<file path="src/design/bb3_pkg.sv">
package bb3_pkg;

    // Defaults for the top-level parameters
    localparam int BB3_MAX_WIDTH = 1024;
    localparam int BB3_RES_DEPTH = 8;     // result queue depth, power of two

    // Configuration register layout
    localparam int WIDTH_BITS  = 11;
    localparam int HEIGHT_BITS = 13;
    localparam int CFG_DW      = 13;      // widest register

    localparam logic [WIDTH_BITS-1:0]  WIDTH_RESET  = 11'd1024;
    localparam logic [HEIGHT_BITS-1:0] HEIGHT_RESET = 13'd768;
    localparam logic [HEIGHT_BITS-1:0] HEIGHT_LIMIT = 13'd4096;

    typedef enum logic {
        CFG_IMAGE_WIDTH  = 1'b0,
        CFG_IMAGE_HEIGHT = 1'b1
    } t_cfg_idx;

    typedef enum logic {
        OP_PIXEL = 1'b0,
        OP_DRAIN = 1'b1
    } t_op;

    // Reciprocal multipliers: floor(y*K >> S) == floor(y/d) for y < 4096
    localparam logic [12:0] DIV3_MUL = 13'd5462;
    localparam logic [4:0]  DIV3_SH  = 5'd14;
    localparam logic [12:0] DIV9_MUL = 13'd7282;
    localparam logic [4:0]  DIV9_SH  = 5'd16;

    typedef struct packed {
        logic [7:0] red;
        logic [7:0] green;
        logic [7:0] blue;
    } t_rgb;

    // Column sum of up to three pixels
    typedef struct packed {
        logic [9:0] red;
        logic [9:0] green;
        logic [9:0] blue;
    } t_csum;

    // Neighborhood sum of up to three columns
    typedef struct packed {
        logic [11:0] red;
        logic [11:0] green;
        logic [11:0] blue;
    } t_wsum;

    typedef struct packed {
        logic [7:0] red;
        logic [7:0] green;
        logic [7:0] blue;
        logic       run_last;
        logic       image_last;
    } t_res;

    function automatic t_csum csum3(input t_rgb a, input t_rgb b, input t_rgb c);
        t_csum s;
        s.red   = 10'(a.red)   + 10'(b.red)   + 10'(c.red);
        s.green = 10'(a.green) + 10'(b.green) + 10'(c.green);
        s.blue  = 10'(a.blue)  + 10'(b.blue)  + 10'(c.blue);
        return s;
    endfunction

    function automatic t_wsum wsum3(input t_csum a, input t_csum b, input t_csum c);
        t_wsum s;
        s.red   = 12'(a.red)   + 12'(b.red)   + 12'(c.red);
        s.green = 12'(a.green) + 12'(b.green) + 12'(c.green);
        s.blue  = 12'(a.blue)  + 12'(b.blue)  + 12'(c.blue);
        return s;
    endfunction

    function automatic logic [3:0] box_n(input logic [1:0] rows, input logic [1:0] cols);
        return 4'(rows) * 4'(cols);
    endfunction

    // Mean rounded half up: (2s + n) / (2n), n in {1,2,3,4,6,9}
    function automatic logic [7:0] mean8(input logic [11:0] s, input logic [3:0] n);
        logic [12:0] x;
        logic [11:0] y;
        logic [12:0] k;
        logic [4:0]  sh;
        logic [24:0] p;
        x = {s, 1'b0} + 13'(n);
        case (n)
            4'd1: begin
                y = x[12:1]; k = 13'd1; sh = 5'd0;
            end
            4'd2: begin
                y = 12'(x >> 2); k = 13'd1; sh = 5'd0;
            end
            4'd4: begin
                y = 12'(x >> 3); k = 13'd1; sh = 5'd0;
            end
            4'd3: begin
                y = x[12:1]; k = DIV3_MUL; sh = DIV3_SH;
            end
            4'd6: begin
                y = 12'(x >> 2); k = DIV3_MUL; sh = DIV3_SH;
            end
            4'd9: begin
                y = x[12:1]; k = DIV9_MUL; sh = DIV9_SH;
            end
            default: begin
                y = '0; k = '0; sh = '0;
            end
        endcase
        p = 25'(y) * 25'(k);
        return 8'(p >> sh);
    endfunction

endpackage

</file>
<file path="src/design/bb3_res_fifo.sv">
module bb3_res_fifo
    import bb3_pkg::*;
#(
    parameter int DEPTH = BB3_RES_DEPTH
) (
    input  logic i_clk,
    input  logic i_rst_n,
    input  logic i_push0,
    input  t_res i_data0,
    input  logic i_push1,
    input  t_res i_data1,
    input  logic i_pop,
    output logic o_valid,
    output t_res o_data
);

    localparam int PW  = $clog2(DEPTH);
    localparam int CNW = $clog2(DEPTH + 1);

    t_res           r_buf [DEPTH];
    logic [PW-1:0]  r_wr;
    logic [PW-1:0]  r_rd;
    logic [CNW-1:0] r_count;
    logic [CNW-1:0] n_count;

    assign n_count = r_count + CNW'(i_push0) + CNW'(i_push1) - CNW'(i_pop);

    always_ff @(posedge i_clk) begin
        if (!i_rst_n) begin
            r_wr    <= '0;
            r_rd    <= '0;
            r_count <= '0;
        end else begin
            r_wr    <= r_wr + PW'(i_push0) + PW'(i_push1);
            r_rd    <= r_rd + PW'(i_pop);
            r_count <= n_count;
        end
    end

    always_ff @(posedge i_clk) begin
        if (i_push0) begin
            r_buf[r_wr] <= i_data0;
        end
        if (i_push1) begin
            r_buf[r_wr + PW'(1)] <= i_data1;
        end
    end

    assign o_valid = (r_count != '0);
    assign o_data  = r_buf[r_rd];

    a_push_order: assert property (@(posedge i_clk) disable iff (!i_rst_n)
        i_push1 |-> i_push0)
        else $error("second slot pushed without first");

    a_no_overflow: assert property (@(posedge i_clk) disable iff (!i_rst_n)
        (CNW+1)'(r_count) + (CNW+1)'(i_push0) + (CNW+1)'(i_push1)
            <= (CNW+1)'(DEPTH) + (CNW+1)'(i_pop))
        else $error("result queue overflow");

endmodule

</file>
<file path="config.mk">
export PLATFORM = sky130hd
export DESIGN_NAME = bb3_res_fifo
export DESIGN_NICKNAME = d
export VERILOG_FILES = /design/src/design/bb3_pkg.sv /design/src/design/bb3_res_fifo.sv
export SDC_FILE = /design/constraint.sdc
export NUM_CORES = 1
export LEC_CHECK = 0
export BUFFER_PORTS_ARGS = -buffer_cell sky130_fd_sc_hd__buf_2
export CORE_UTILIZATION = 35
export CTS_CLUSTER_SIZE = 28
export DETAILED_ROUTE_END_ITERATION = 8
export HOLD_SLACK_MARGIN = 0.12
export SLEW_MARGIN = 0
export SYNTH_ARGS = -nofsm -noshare
export SYNTH_HDL_FRONTEND = slang
export SYNTH_SLANG_ARGS = --single-unit
</file>
<file path="constraint.sdc">
create_clock -name i_clk -period 6.45 [get_ports i_clk]
set_input_delay 0.9675 -clock i_clk [delete_from_list [all_inputs] [get_ports i_clk]]
set_output_delay 0.9675 -clock i_clk [all_outputs]
set_load 0.005 [all_outputs]
</file>
==> flow_metrics.tcl <==
set metrics [dict create \
    synth.area.mux_share 0.349 \
    grt_pass1_vias 6514 \
    ys_ff_latch 218 \
    clock_path_buffers 3 \
    grt_max_degree 54 \
    io_buffers 83 \
    hpwlAfterDp_um 16200 \
    synth_edf_count 208 \
    max_freq_mhz 258 \
    ctsResizeCount 0 \
    syn_nets 673 \
    ant_nets 0 \
    holdWs_ns 0.576 \
    grt-ovfl-total 0 \
    die-area_mm2 0.0319 \
    routed_via_density 5.27 \
    crit_path_max_incr_delay_ns 0.89 \
    globalplace.congestion 0.722 \
    drt_wl_total_um 27700 \
    crit_slowest_cell "dfxtp_4" \
    cp_max_fo 37 \
    htree_levels 1 \
    core_mm2 0.0307 \
    yosys-top-cells-area "edfxtp_1 (57%), mux2_2 (24%), mux4_2 (11%)" \
    rsz0062_at_grt "false" \
    async_flop_share 0 \
    finalCritPeriodShare 0.601 \
    cts_buffers 25 \
    cp_cell_sequence "buf_4, mux4_2, mux2_2, buf_2" \
    mostFrequentLayoutCells "mux2_2 (234), edfxtp_1 (208), buf_2 (83)" \
    start_util 0.356 \
    holdBufCountCts 0 \
    power_density_mw_per_mm2 314 \
    slew_violations 0 \
    tns_ns 0 \
    first_pass_iters 4 \
    ios 84 \
    critPathCaptureType "output port" \
    drt_iter0_markers 420 \
    final_cell_count_no_fill 1115 \
    cts_root_buf "clkbuf_16" \
    tightest_slew_ns 0.929 \
    grtUsageTotal 0.180 \
    synth_top_flop_cell "edfxtp_1" \
    areaGrowthSynthToFinish_pct 17.2 \
    cts.sinks 218 \
    required_ns 5.48 \
    layout_commonest_cell "mux2_2" \
    nets 767 \
    syn_inst 605 \
    die_h_um 179 \
    clk_latency_ns 0.52 \
    synth_simple_gate_area_share 0.0163 \
    ys_warn_count 0 \
    vias 5880 \
    fin_crit_ns 3.87 \
    cp.arrival_ns 2.91 \
    routedWlPerCell_um 24.9 \
    drive_gt1_frac 0.621 \
    synth_xor_area_frac 0.00538 \
    setup_violations 0 \
    synth_cell_types 35 \
    grt_first_pass_wirelength_um 41600 \
    synthAdderAreaFrac 0.0147 \
    maxCapViolations 0 \
    path_clk_slew_ns 0.06 \
    slew_headroom 0.381 \
    hold_viol 0 \
    peakVddDrop_mv 0.169 \
    yosysTopAreaCell "edfxtp_1" \
    synth_top_area_frac 0.571 \
    syn_area_mm2 0.0109 \
    drc 0 \
    p_leak_nw 4.25 \
    fp.dieW_um 179 \
    status "complete, no violations" \
    synth_compound_area_frac 0.00618 \
    tritoncts "yes" \
    fillers 2760 \
    row_count 64 \
    critPathKind "reg2out" \
    placed_cells 1068 \
    synth_top_family_by_area "multiplexers" \
    post_cts_buffers 0 \
    skew_ns 0.0105 \
    cp-start-kind "flip-flop" \
    synth.avg_cell_area_um2 18.1 \
    synth-seq-area-share 0.590 \
    antenna_found_initial 1 \
    hp-class "reg2reg" \
]
-- critical path, delay by kind of cell, from the launching register on --
kind / cells / cell delay, ns
multiplexers: 2 / 0.85
buffers and inverters: 2 / 0.62
flip-flops: 1 / 0.89
-- where the power goes --
group / internal, mW / leakage [nW] / switching [mW] / total, mW
clock: 0.949 / 0.430 / 0.572 / 1.52
sequential: 1.73 / 1.99 / 0.0594 / 1.79
combinational: 0.346 / 1.83 / 0.361 / 0.707
total: 3.03 / 4.25 / 0.993 / 4.02
-- registers in the layout, indices dropped and copies added, names as in the netlist --
register,count
r_count,4
r_buf,208
r_rd,3
r_wr,3
-- stage by stage --
stage	power [mW]	area (um^2)	utilization	worst slack (ns)
global route	4.18	12800	0.418	2.38
detailed placement	2.54	11900	0.389	3.06
floorplan	2.25	10900	-	2.90
finish	4.02	12800	0.418	2.58
CTS	4.06	12800	0.418	2.50
global placement	2.51	11900	0.389	3.08
-- Yosys cell counts (3+ instances only) --
| cell | instances |
|---|---|
| edfxtp_1 | 208 |
| buf_2 | 19 |
| nand2_1 | 7 |
| buf_4 | 4 |
| nor2_1 | 3 |
| inv_1 | 10 |
| dfxtp_1 | 10 |
| mux4_2 | 52 |
| fa_1 | 3 |
| mux2_2 | 234 |
| ha_1 | 8 |
| nand2b_1 | 3 |
| clkbuf_1 | 10 |
| o22ai_1 | 3 |
| and2_1 | 7 |
-- metal layers --
metal,vias to the layer above,track usage,wire (um)
met4,2,0.0392,442
met2,155,0.321,14300
met5,-,0,13
met3,37,0.0295,1520
li1,2632,-,-
met1,3054,0.229,11400
-- final cells by class --
cell class / instances / area, um^2 / share of cell area
Sequential cell: 218 / 6450 / 0.504
Multi-Input combinational cell: 343 / 4390 / 0.343
Clock buffer: 27 / 633 / 0.0494
Timing Repair Buffer: 101 / 551 / 0.0430
Tap cell: 396 / 495 / 0.0387
Clock inverter: 18 / 245 / 0.0191
Inverter: 10 / 37.5 / 0.00293
Antenna cell: 2 / 5.00 / 0.000391
-- cells by family (layout without fill, tap and decap cells) --
logic type / after synthesis / in the layout
mux: 287 / 287
flops: 218 / 218
buf+inv: 44 / 156
simple gates: 30 / 30
fa+ha+maj: 11 / 11
compound gates: 10 / 10
xor+xnor: 5 / 5
other cells: 0 / 2
-- final timing paths --
path | slack [ns] | from | depth (start not counted) | endpoint
max | 2.58 | r_rd[1]$_SDFF_PN0_ | 4 | o_data[22]
min | 0.58 | r_rd[0]$_SDFF_PN0_ | 2 | r_rd[0]$_SDFF_PN0_
max reg2reg | 3.25 | r_wr[0]$_SDFF_PN0_ | 5 | r_buf[1][6]$_DFFE_PP_
min reg2reg | 0.58 | r_rd[0]$_SDFF_PN0_ | 2 | r_rd[0]$_SDFF_PN0_
Power figures use the tool's default switching activity.
